==> src/rtl/core/cmm_pkg.sv <==
// cmm_pkg: shared types and fixed constants for the circular merge cost block.
// Used by the controller, datapath and top level; no dependencies.
package cmm_pkg;

	localparam int WEIGHT_PORT_BITS = 16;
	localparam int COUNT_PORT_BITS  = 8;
	localparam int OUT_BITS         = 30;
	localparam logic [OUT_BITS-1:0] OUT_MAX = '1;

	typedef enum logic [4:0] {
		ST_LOAD   = 5'b00001,
		ST_ISSUE  = 5'b00010,
		ST_WAIT   = 5'b00100,
		ST_WRITE  = 5'b01000,
		ST_RESULT = 5'b10000
	} state_t;

	// controller -> datapath
	typedef struct packed {
		logic load;        // weight word accepted
		logic load_first;  // first weight of the ring
		logic n_one;       // single pile ring: result is zero
		logic issue;       // split point read issued
		logic first;       // first split of this run
		logic last;        // last split of this run
		logic zero_a;      // left part is a single pile
		logic zero_b;      // right part is a single pile
		logic wrap;        // run wraps past the end of the ring
		logic pa_zero;     // run starts at pile 0
		logic write;       // write run cost back
		logic len_is_n;    // run covers whole ring
		logic first_i;     // first start point of the ring
	} cmd_t;

	// datapath -> controller
	typedef struct packed {
		logic acc_done;    // min/max over split points complete
	} sts_t;

endpackage

==> src/rtl/core/cmm_ctrl.sv <==
// cmm_ctrl: sequencer for loading and the interval program over the ring.
// Depends on cmm_pkg (state_t, cmd_t, sts_t).
module cmm_ctrl #(
	parameter int MAX_PILES = 128
) (
	input  logic clk,
	input  logic arst_n,
	input  logic cfg_we,
	input  logic [cmm_pkg::COUNT_PORT_BITS-1:0] cfg_data,
	input  logic in_valid,
	output logic in_ready,
	output logic out_valid,
	input  logic out_ready,
	input  cmm_pkg::sts_t sts,
	output cmm_pkg::cmd_t cmd,
	output logic [$clog2(MAX_PILES+1)-1:0] load_addr,
	output logic [$clog2(MAX_PILES+1)-1:0] pa_addr,
	output logic [$clog2(MAX_PILES+1)-1:0] pb_addr,
	output logic [2*$clog2(MAX_PILES)-1:0] a_addr,
	output logic [2*$clog2(MAX_PILES)-1:0] b_addr,
	output logic [2*$clog2(MAX_PILES)-1:0] w_addr
);
	localparam int CNT_BITS = $clog2(MAX_PILES+1);
	localparam int IDX_BITS = $clog2(MAX_PILES);

	cmm_pkg::state_t state_q;
	logic [cmm_pkg::COUNT_PORT_BITS-1:0] pile_count_q;
	logic [CNT_BITS-1:0] l_q, len_q;
	logic [IDX_BITS-1:0] i_q, a_q;

	logic [8:0] pc9;
	logic [CNT_BITS-1:0] n;
	logic [CNT_BITS-1:0] l_next, b_len;
	logic [IDX_BITS:0] ksum;
	logic [IDX_BITS-1:0] k;
	logic [CNT_BITS:0] run_end;
	logic accept;

	// effective ring size: zero reads as one, saturate at MAX_PILES
	always_comb begin
		pc9 = {1'b0, pile_count_q};
		if (pc9 == 9'd0) begin
			n = CNT_BITS'(1);
		end else if (pc9 > 9'(MAX_PILES)) begin
			n = CNT_BITS'(MAX_PILES);
		end else begin
			n = CNT_BITS'(pc9);
		end
	end

	assign accept = in_valid && in_ready;
	assign l_next = l_q + CNT_BITS'(1);
	assign b_len  = len_q - CNT_BITS'(a_q);
	assign ksum   = {1'b0, i_q} + {1'b0, a_q};
	assign k      = ({1'b0, ksum} >= (CNT_BITS+1)'(n)) ?
		IDX_BITS'({1'b0, ksum} - (CNT_BITS+1)'(n)) : ksum[IDX_BITS-1:0];
	assign run_end = (CNT_BITS+1)'(i_q) + (CNT_BITS+1)'(len_q);

	assign load_addr = l_next;
	assign pa_addr   = CNT_BITS'(i_q);
	assign pb_addr   = (run_end > (CNT_BITS+1)'(n)) ?
		CNT_BITS'(run_end - (CNT_BITS+1)'(n)) : CNT_BITS'(run_end);
	assign a_addr    = {i_q, a_q - IDX_BITS'(1)};
	assign b_addr    = {k, IDX_BITS'(b_len - CNT_BITS'(1))};
	assign w_addr    = {i_q, IDX_BITS'(len_q - CNT_BITS'(1))};

	assign in_ready  = (state_q == cmm_pkg::ST_LOAD);
	assign out_valid = (state_q == cmm_pkg::ST_RESULT);

	always_comb begin
		cmd = '0;
		cmd.load       = accept;
		cmd.load_first = (l_q == '0);
		cmd.n_one      = accept && (n == CNT_BITS'(1));
		cmd.issue      = (state_q == cmm_pkg::ST_ISSUE);
		cmd.first      = (a_q == IDX_BITS'(1));
		cmd.last       = (CNT_BITS'(a_q) == len_q - CNT_BITS'(1));
		cmd.zero_a     = (a_q == IDX_BITS'(1));
		cmd.zero_b     = (b_len == CNT_BITS'(1));
		cmd.wrap       = (run_end > (CNT_BITS+1)'(n));
		cmd.pa_zero    = (i_q == '0);
		cmd.write      = (state_q == cmm_pkg::ST_WRITE);
		cmd.len_is_n   = (len_q == n);
		cmd.first_i    = (i_q == '0);
	end

	always_ff @(posedge clk or negedge arst_n) begin
		if (!arst_n) begin
			state_q      <= cmm_pkg::ST_LOAD;
			pile_count_q <= cmm_pkg::COUNT_PORT_BITS'(1);
			l_q          <= '0;
			len_q        <= '0;
			i_q          <= '0;
			a_q          <= '0;
		end else begin
			case (state_q)
				cmm_pkg::ST_LOAD: begin
					if (accept) begin
						if (l_next >= n) begin
							l_q <= '0;
							if (n == CNT_BITS'(1)) begin
								state_q <= cmm_pkg::ST_RESULT;
							end else begin
								i_q     <= '0;
								len_q   <= CNT_BITS'(2);
								a_q     <= IDX_BITS'(1);
								state_q <= cmm_pkg::ST_ISSUE;
							end
						end else begin
							l_q <= l_next;
						end
					end
				end
				cmm_pkg::ST_ISSUE: begin
					if (cmd.last) begin
						state_q <= cmm_pkg::ST_WAIT;
					end else begin
						a_q <= a_q + IDX_BITS'(1);
					end
				end
				cmm_pkg::ST_WAIT: begin
					if (sts.acc_done) begin
						state_q <= cmm_pkg::ST_WRITE;
					end
				end
				cmm_pkg::ST_WRITE: begin
					a_q <= IDX_BITS'(1);
					if (CNT_BITS'(i_q) == n - CNT_BITS'(1)) begin
						i_q <= '0;
						if (len_q == n) begin
							state_q <= cmm_pkg::ST_RESULT;
						end else begin
							len_q   <= len_q + CNT_BITS'(1);
							state_q <= cmm_pkg::ST_ISSUE;
						end
					end else begin
						i_q     <= i_q + IDX_BITS'(1);
						state_q <= cmm_pkg::ST_ISSUE;
					end
				end
				cmm_pkg::ST_RESULT: begin
					if (out_ready) begin
						state_q <= cmm_pkg::ST_LOAD;
					end
				end
				default: begin
					state_q <= cmm_pkg::ST_LOAD;
				end
			endcase
			// a new count drops any partly loaded ring
			if (cfg_we) begin
				pile_count_q <= cfg_data;
				l_q          <= '0;
			end
		end
	end

	a_done_follows_last: assert property (@(posedge clk) disable iff (!arst_n)
		sts.acc_done |-> $past(cmd.issue && cmd.last, 3))
		else $error("accumulator done without a matching last split");
	a_wait_before_write: assert property (@(posedge clk) disable iff (!arst_n)
		cmd.write |-> $past(state_q == cmm_pkg::ST_WAIT) && $past(sts.acc_done))
		else $error("run cost written before accumulation finished");
	a_no_load_in_compute: assert property (@(posedge clk) disable iff (!arst_n)
		(cmd.issue || cmd.write || out_valid) |-> !in_ready)
		else $error("weight accepted outside load phase");

endmodule

==> config.mk <==
export PLATFORM = sky130hd
export DESIGN_NAME = cmm_ctrl
export DESIGN_NICKNAME = d
export VERILOG_FILES = /design/src/rtl/core/cmm_pkg.sv /design/src/rtl/core/cmm_ctrl.sv
export SDC_FILE = /design/constraint.sdc
export NUM_CORES = 1
export LEC_CHECK = 0
export ABC_AREA = 1
export BUFFER_PORTS_ARGS = -buffer_cell sky130_fd_sc_hd__buf_2
export CAP_MARGIN = 20
export CORE_MARGIN = 5
export CORE_UTILIZATION = 60
export DETAILED_ROUTE_END_ITERATION = 7
export PLACE_DENSITY = 0.87
export SETUP_SLACK_MARGIN = 0.05
export SKIP_LAST_GASP = 1
export SYNTH_ARGS = -nofsm -noshare
export SYNTH_HDL_FRONTEND = slang
export SYNTH_SLANG_ARGS = --single-unit
==> constraint.sdc <==
create_clock -name clk -period 12.15 [get_ports clk]
set_clock_uncertainty 0.15 [all_clocks]
set_input_delay 2.43 -clock clk [delete_from_list [all_inputs] [get_ports clk]]
set_output_delay 2.43 -clock clk [all_outputs]
set_load 0.03 [all_outputs]
Yosys cells after proc, flatten, opt, wreduce, memory -nomap -nowiden --
Cells that the tools add are included.
Storage, ports and cells: register bits after elaboration 43, output and inout bits 81, word-level logic and storage cells 90
Operators by class: $add $sub $neg 13, order comparisons 4, equality and inequality tests 20, multiplexer cells 33, reductions and logical operators 14
Operators with widths (count):
- $mux 8 | 12
- $mux 7 | 9
- $mux 5 | 8
- $pmux 5 s5 | 1
- $pmux 7 s3 | 1
- $add 8x1->8 const B | 2
- $eq 7x8->1 | 2
- $eq 8x1->1 const B | 2
- $ge 8x8->1 | 2
- $logic_not 8->1 | 2
- $pmux 8 s2 | 1
- $sub 8x1->8 const B | 2
- $add 7x1->7 const B | 2
- $pmux 7 s2 | 1
- $sub 7x1->7 const B | 2
- $ne 2x2->1 const B | 5
- $reduce_and 5->1 | 2
- $add 7x8->9 | 1
- $gt 9x8->1 | 1
- $add 7x7->8 | 1
- $eq 8x8->1 | 1
- $gt 8x8->1 const B | 1
- $ne 2x1->1 const B | 4
- $sub 8x7->8 | 1
- 15 further kinds | 18

Depth between registers and ports, before layout --
Gate-level depths: netlist of run 1.
word-level depth 8, mapped depth 20, mapped depth without buffers 19

Least setup slack after synthesis of run 1 --
No wires, ideal clock.
path type register to output, start point register i_q[1], end point output pb_addr[0], data arrival time 3903 ps, setup slack 5667 ps, stages on the path, launching flop included 19, buffers on the path 1, cell sequence dfrtp_1 -> inv_1 -> fa_1 -> o21ai_1 -> nand2_1 -> nand2_1 -> a21oi_1 -> xor2_1 -> inv_1 -> ha_1 -> nand2_1 -> a21oi_1 -> a211oi_1 -> nand2_1 -> a21o_1 -> nand2_1 -> nand2_1 -> buf_2 -> o21ai_0
RTL lines:
- start: declaration | RTL line cmm_ctrl.sv:29 | logic [IDX_BITS-1:0] i_q, a_q;
- start signal: assignment | RTL line cmm_ctrl.sv:137 | i_q <= i_q + IDX_BITS'(1);
- end: declaration | RTL line cmm_ctrl.sv:18 | output logic [$clog2(MAX_PILES+1)-1:0] pb_addr,

Worst setup path in the final report of run 1 --
start point register i_q[1], end point output pb_addr[0]
Between the ends: longest elaborated chain between the ends 3
Ends and longest elaborated chain:
- $add 7x8->9 | RTL line cmm_ctrl.sv:57 | assign run_end = (CNT_BITS+1)'(i_q) + (CNT_BITS+1)'(len_q);
- $gt 9x8->1 | RTL line cmm_ctrl.sv:61 | assign pb_addr = (run_end > (CNT_BITS+1)'(n)) ?
- $mux 8 | RTL line cmm_ctrl.sv:61
No other way between the ends.

==> metrics, run 1 <==
setup TNS 0 ns; status finished clean; via/cell ratio 5.537; port bufs 93; Max VDD drop 0.0001320 V; R2R Path Start l_q[0]; Min-Delay Path Class register to register; hold endpoint pile_count_q[0]; max frequency 151.9 MHz; final hold vios 0; ratio of final minimum period to clock period 54.18%; antenna violations before repair 0; worst rel slew slack 33.83%; core area 8678 sq um; internal reg-to-reg setup slack 8.11 ns; Clock Sinks 43; Reg clk slew, reported paths 0.09 ns; Final GP Congestion 0.9601; DRC violations left 0; Post-Syn Area 5340 sq um; Resized Gates After CTS 0; worst-path fanout max 15; Post-Syn Instances 787; CTS tree built; Ant. Diodes 0; unrepaired setup endpoints after global routing no; Top Ports 95; Hold Crit Depth 2; mean post-synth cell area 6.785 sq um; Yosys reg bits 43; async set-or-reset flop fraction in the synthesized netlist 100.0%; Max-Cap Viols 0; warning count from the yosys run 0; Final Max Tran Viols 0; layout cells sized above 1 15.13%; Power Density 160.6 nW/um^2; CP Data Required Time 9.57 ns; Cell variety after synth 42; Top FF cell, synth dfrtp_1; number of global-route vias before repair 4982; Tightest Pin Transition 0.9926 ns; Net Count, Synth 864; Post-synth EDFFs 0; GRT Overall Usage 25.39%; Die ar. 10890 sq um; H-tree depth 2; first-pass GRT wire length 23.38 mm; setup bufs post-CTS 0; critical path arrival 4.00 ns; Clock Tree Root clkbuf_8; cts-stage hold buffer count 0; Site Rows 34; clock buffer depth 2; sequential fraction of the synthesis area 20.20%; Die H 104.3 microns; post-route ant nets 0; DRT Pass-1 Iters 5; Layout Area Growth over Synthesis 10.00%; CTS Buf Count 5; LEAKAGE 3.311 nW; crit path capture type output pin; vias 5354; Post-Layout Inst Area 5874 sq um; Initial Utilization 61.53%; DR WL/cell 14.41 microns; commonest non-fill, non-tap cell in the layout nand2_1; r2r endpoint len_q[4]; FF-to-FF path depth 16; min Tclk post-route 6.583 ns; Startpoint Class register; global route overflow 0; Skew-Pair Late Insertion Delay 0.30 ns; WL final 13.93 mm; Cell Area, Placed 5757 sq um; Iteration-0 DRC Markers 388; most frequent cells in the layout nand2_1, inv_1, buf_2; Final setup viols 0; Min-Delay Startpoint pile_count_q[0]; DP Wirelength 10.83 mm; largest net degree at the start of global routing 44; NumNets Final 935; path type of the worst setup path register to output pin; Die W 104.3 microns
==> power by group <==
group          internal, mW  total, mW  switching [mW]
sequential            0.157      0.179          0.0226
clock                0.0666      0.119          0.0523
combinational         0.196      0.645           0.449
==> layout make-up <==
class	instances	area, sq um
clock buffer	6	82.58
clock inverter	2	35.03
fill	780	2804
inverter	119	449.2
multi-input combinational	596	3628
sequential	43	1079
tap	108	135.1
timing repair buffer	93	465.4
==> sequential cells by signal, indices dropped and copies added, names as in the netlist <==
signal	count
l_q	8
len_q	8
pile_count_q	8
a_q	7
i_q	7
state_q	5
==> per-stage QoR <==
step	setup WS [ns]	cells	util [%]	power (mW)	hold WS, ns
6_report	5.567	967	67.69	0.9433	0.3668
5_1_grt	5.196	967	67.69	1.026	0.3978
4_1_cts	5.570	967	67.69	0.9459	0.3607
3_5_place_dp	5.907	959	66.34	0.8256	0.3480
3_3_place_gp	6.001	959	66.34	0.8195	0.3398
2_1_floorplan	5.667	787	-	0.6755	0.3197
==> critical path, cell delays in order (launching register included) <==
cell and delay (ns):
dfrtp_1 0.60, inv_1 0.19, fa_1 0.49, o21ai_1 0.24
nand2_1 0.08, nand2_1 0.07, a21oi_1 0.08, xor2_1 0.18
inv_1 0.06, ha_1 0.31, nand2_1 0.10, a21oi_1 0.04
a211oi_1 0.18, nand2_1 0.12, a21o_1 0.17, nand2_1 0.09
nand2_1 0.25, o21ai_0 0.23, buf_2 0.22
==> worst max-delay path by stage <==
stage          startpoint         end  cells after the start
6_report           i_q[1]  pb_addr[0]                     18
5_1_grt            i_q[1]  pb_addr[1]                     18
4_1_cts            i_q[1]  pb_addr[3]                     18
3_5_place_dp       i_q[1]  pb_addr[3]                     18
3_3_place_gp       i_q[1]  pb_addr[0]                     18
2_1_floorplan      i_q[1]  pb_addr[0]                     18
==> cells in the mapped netlist, types with 2 or more instances <==
master	n	area (sq um)
buf_2	6	30.03
fa_1	5	100.1
clkbuf_1	4	15.01
o21a_1	2	15.01
nand4_1	16	100.1
nand3_1	78	390.4
xor2_1	57	499.2
dfrtp_1	41	1026
nor3_1	17	85.08
nand2_4	5	56.30
nand2_1	170	638.1
o22ai_1	11	68.82
nor2_4	2	22.52
buf_4	18	135.1
inv_2	3	11.26
o21bai_1	3	22.52
nand2_2	4	25.02
nor2_2	7	43.79
nor4_1	3	18.77
inv_1	114	427.9
a21oi_1	35	175.2
o21ai_0	28	140.1
nand3_2	2	20.02
nor2_1	68	255.2
dfstp_2	2	52.55
ha_1	58	725.7
o21ai_1	5	25.02
xnor2_1	9	78.83
==> cells by family (layout without fill, tap and decap cells) <==
kind of cell / count (synthesis) / count (layout) / synth area share, %
adder cells (fa/ha/maj): 63 / 63 / 15.46
AO/OA/AOI/OAI: 89 / 89 / 9.091
AND/OR/NAND/NOR: 376 / 376 / 32.08
XOR/XNOR: 67 / 67 / 11.25
flip-flops: 43 / 43 / 20.20
other: 1 / 1 / 0.07022
buffers and inverters: 148 / 220 / 11.86
==> layer usage <==
metal	GRT usage [%]	share of wire (%)
met1	33.53	43
met2	42.04	47
met3	3.600	7.3
met4	9.343	2.9
met5	0	0
Power figures use the tool's default switching activity.
==> run 2, diff against run 1 <==
--- a/config.mk
+++ b/config.mk
@@ -5,13 +5,13 @@
 export SDC_FILE = /design/constraint.sdc
 export NUM_CORES = 1
 export LEC_CHECK = 0
-export ABC_AREA = 1
+export ABC_AREA = 0
 export BUFFER_PORTS_ARGS = -buffer_cell sky130_fd_sc_hd__buf_2
 export CAP_MARGIN = 20
 export CORE_MARGIN = 5
-export CORE_UTILIZATION = 60
+export CORE_UTILIZATION = 52
 export DETAILED_ROUTE_END_ITERATION = 7
-export PLACE_DENSITY = 0.87
+export PLACE_DENSITY = 0.8
 export SETUP_SLACK_MARGIN = 0.05
 export SKIP_LAST_GASP = 1
 export SYNTH_ARGS = -nofsm -noshare
==> constraint.sdc (replaced) <==
create_clock -name clk -period 5.5 [get_ports clk]
set_clock_uncertainty 0.15 [all_clocks]
set_input_delay 1.1 -clock clk [delete_from_list [all_inputs] [get_ports clk]]
set_output_delay 1.1 -clock clk [all_outputs]
set_load 0.03 [all_outputs]
==> metrics, run 2 <==
Startpoint Class register; via/cell ratio 5.825; first-pass GRT wire length 22.59 mm; FILL cells 864; Synth top cells by count ha_1, xnor2_1, nor2_1; CTS tree built; Die H 109.4 microns; cts-stage hold buffer count 0; CTS Buf Count 5; ratio of final minimum period to clock period 95.42%; Clock Sinks 43; path type of the worst setup path register to output pin; Hold Crit Depth 1; mean post-synth cell area 8.157 sq um; min Tclk post-route 5.248 ns; final hold vios 0; Largest regs l_q x8, len_q x8, pile_count_q x8; Die W 109.4 microns; DRT Pass-1 Iters 5; Final Max Tran Viols 0; Synth area leader dfrtp_1; Site Rows 36; area share of the largest cell type after synthesis 19.97%; Reg area 1084 sq um; CP Data Required Time 4.25 ns; warning count from the yosys run 0; DP Cell Count 823; Net Count, Synth 707; antenna violations before repair 0; post-route ant nets 0; global route overflow 0; Layout Area Growth over Synthesis 12.52%; Top Ports 95; FF-to-FF path depth 13; Cell Count, Final, Fillers Out 835; Initial Utilization 53.06%; sequential fraction of the synthesis area 20.99%; unrepaired setup endpoints after global routing yes; async set-or-reset flop fraction in the synthesized netlist 100.0%; layout cells sized above 1 22.22%; area taken by multi-input logic gates 3667 sq um; core area 9684 sq um; NumNets Final 778; commonest non-fill, non-tap cell in the layout buf_2; r2r endpoint len_q[1]; GRT Overall Usage 23.55%; worst-path fanout max 10; max frequency 190.5 MHz; DP Wirelength 10.95 mm; Post-Syn Area 5139 sq um; port bufs 93; crit path capture type output pin; WL final 13.91 mm; Synth area leaders dfrtp_1, ha_1, xnor2_1, mux2_2, a21oi_1; status finished clean; Final GP Congestion 0.9966; clock buffer depth 2; hold endpoint l_q[6]; setup TNS 0 ns; Ant. Diodes 0; most frequent cells in the layout buf_2, ha_1, xnor2_1; critical path arrival 4.00 ns; number of global-route vias before repair 4755; worst rel slew slack 52.06%; Min-Delay Path Class register to register; DR WL/cell 16.66 microns; Die ar. 11970 sq um; largest net degree at the start of global routing 44; Min-Delay Startpoint l_q[6]; Skew-Pair Late Insertion Delay 0.32 ns; Final setup viols 0; Reg clk slew, reported paths 0.09 ns; Cell variety after synth 70; Max-Cap Viols 0; Yosys reg bits 43; Top FF cell, synth dfrtp_1; R2R Path Start pile_count_q[2]; vias 4864; top-count cell post-synth ha_1; Clock Tree Root clkbuf_8; Post-synth EDFFs 0; Iteration-0 DRC Markers 371; Post-Syn Instances 630; internal reg-to-reg setup slack 1.49 ns; DRC violations left 0; Tightest Pin Transition 0.7191 ns; H-tree depth 2
run 2: cell count changes in the layout (fill, tap and decap cells not counted), sizes merged, moves of 10 or more:
cell   change
xnor2     +39
buf       +15
nand3     -60
mux2      +19
nand2    -135
o22ai     -10
or3       +10
inv       -76
nor2      -30
xor2      -41
run 2: area by class of cell:
| type | count | share of cell area (%) |
|---|---|---|
| Multi-Input combinational cell | 500 | 63.43 |
| Sequential cell | 43 | 18.74 |
| Timing Repair Buffer | 108 | 10.21 |
| Tap cell | 133 | 2.878 |
| Inverter | 43 | 2.792 |
| Clock buffer | 5 | 1.190 |
| Clock inverter | 3 | 0.7574 |
run 2: kinds of logic (layout without fill, tap and decap cells):
| kind of cell | after synthesis | after routing | share of synthesized area, % |
|---|---|---|---|
| AND/OR/NAND/NOR | 206 | 206 | 21.13 |
| AO/OA/AOI/OAI | 142 | 142 | 17.78 |
| buffers and inverters | 87 | 159 | 7.913 |
| XOR/XNOR | 64 | 64 | 10.91 |
| adder cells (fa/ha/maj) | 63 | 63 | 16.07 |
| flip-flops | 43 | 43 | 20.99 |
| multiplexers | 24 | 24 | 5.138 |
| other | 1 | 1 | 0.07298 |
run 2: metal layers:
metal / up-vias / wire (microns) / global-route usage, %
met1: 2321 / 5966 / 30.05
met3: 21 / 785 / 3.406
met5: - / 0 / 0
met4: 0 / 238 / 7.480
met2: 166 / 6921 / 40.93
li1: 2356 / - / -
run 2: worst max-delay path by stage:
stage | from | end
6_report | i_q[0] | pb_addr[2]
5_1_grt | pile_count_q[2] | b_addr[12]
2_1_floorplan | i_q[1] | pb_addr[0]
4_1_cts | pile_count_q[2] | b_addr[10]
3_3_place_gp | pile_count_q[2] | b_addr[13]
3_5_place_dp | len_q[1] | pb_addr[2]
run 2: per-stage QoR:
stage,instance area [sq um],worst slack (ns),hold WS [ns],utilization (%)
6_report,5782,0.2520,0.4082,59.70
5_1_grt,5782,0.04532,0.4444,59.70
4_1_cts,5727,0.06123,0.4102,59.13
3_5_place_dp,5608,0.3652,0.3893,57.91
3_3_place_gp,5608,0.4769,0.3765,57.91
2_1_floorplan,5139,0.1639,0.3495,-
run 2: timing repair:
action / in CTS / in global routing
setup buffers: 0 / 3
gates cloned: 0 / 0
pin swaps: 0 / 0
endpoints found under the hold margin: 0 / 0
setup endpoints to repair: 13 / 15
gates resized for setup: 3 / 5
run 2: critical path, stage by stage, from the launching register on:
cell     delay, ns
dfrtp_1       0.54
ha_1          0.23
inv_1         0.05
fa_1          0.40
nor2b_1       0.14
o21a_1        0.14
o21a_1        0.14
o21a_1        0.14
o21a_1        0.13
nor2_1        0.06
ha_1          0.34
a21oi_1       0.09
a21oi_1       0.24
a21oi_1       0.17
o21ai_4       0.31
mux2_2        0.38
buf_2         0.18
Power of run 2 is left out: the tool's default activity adds up to more than one toggle a clock period on the data nets, which glitch-free logic cannot reach.
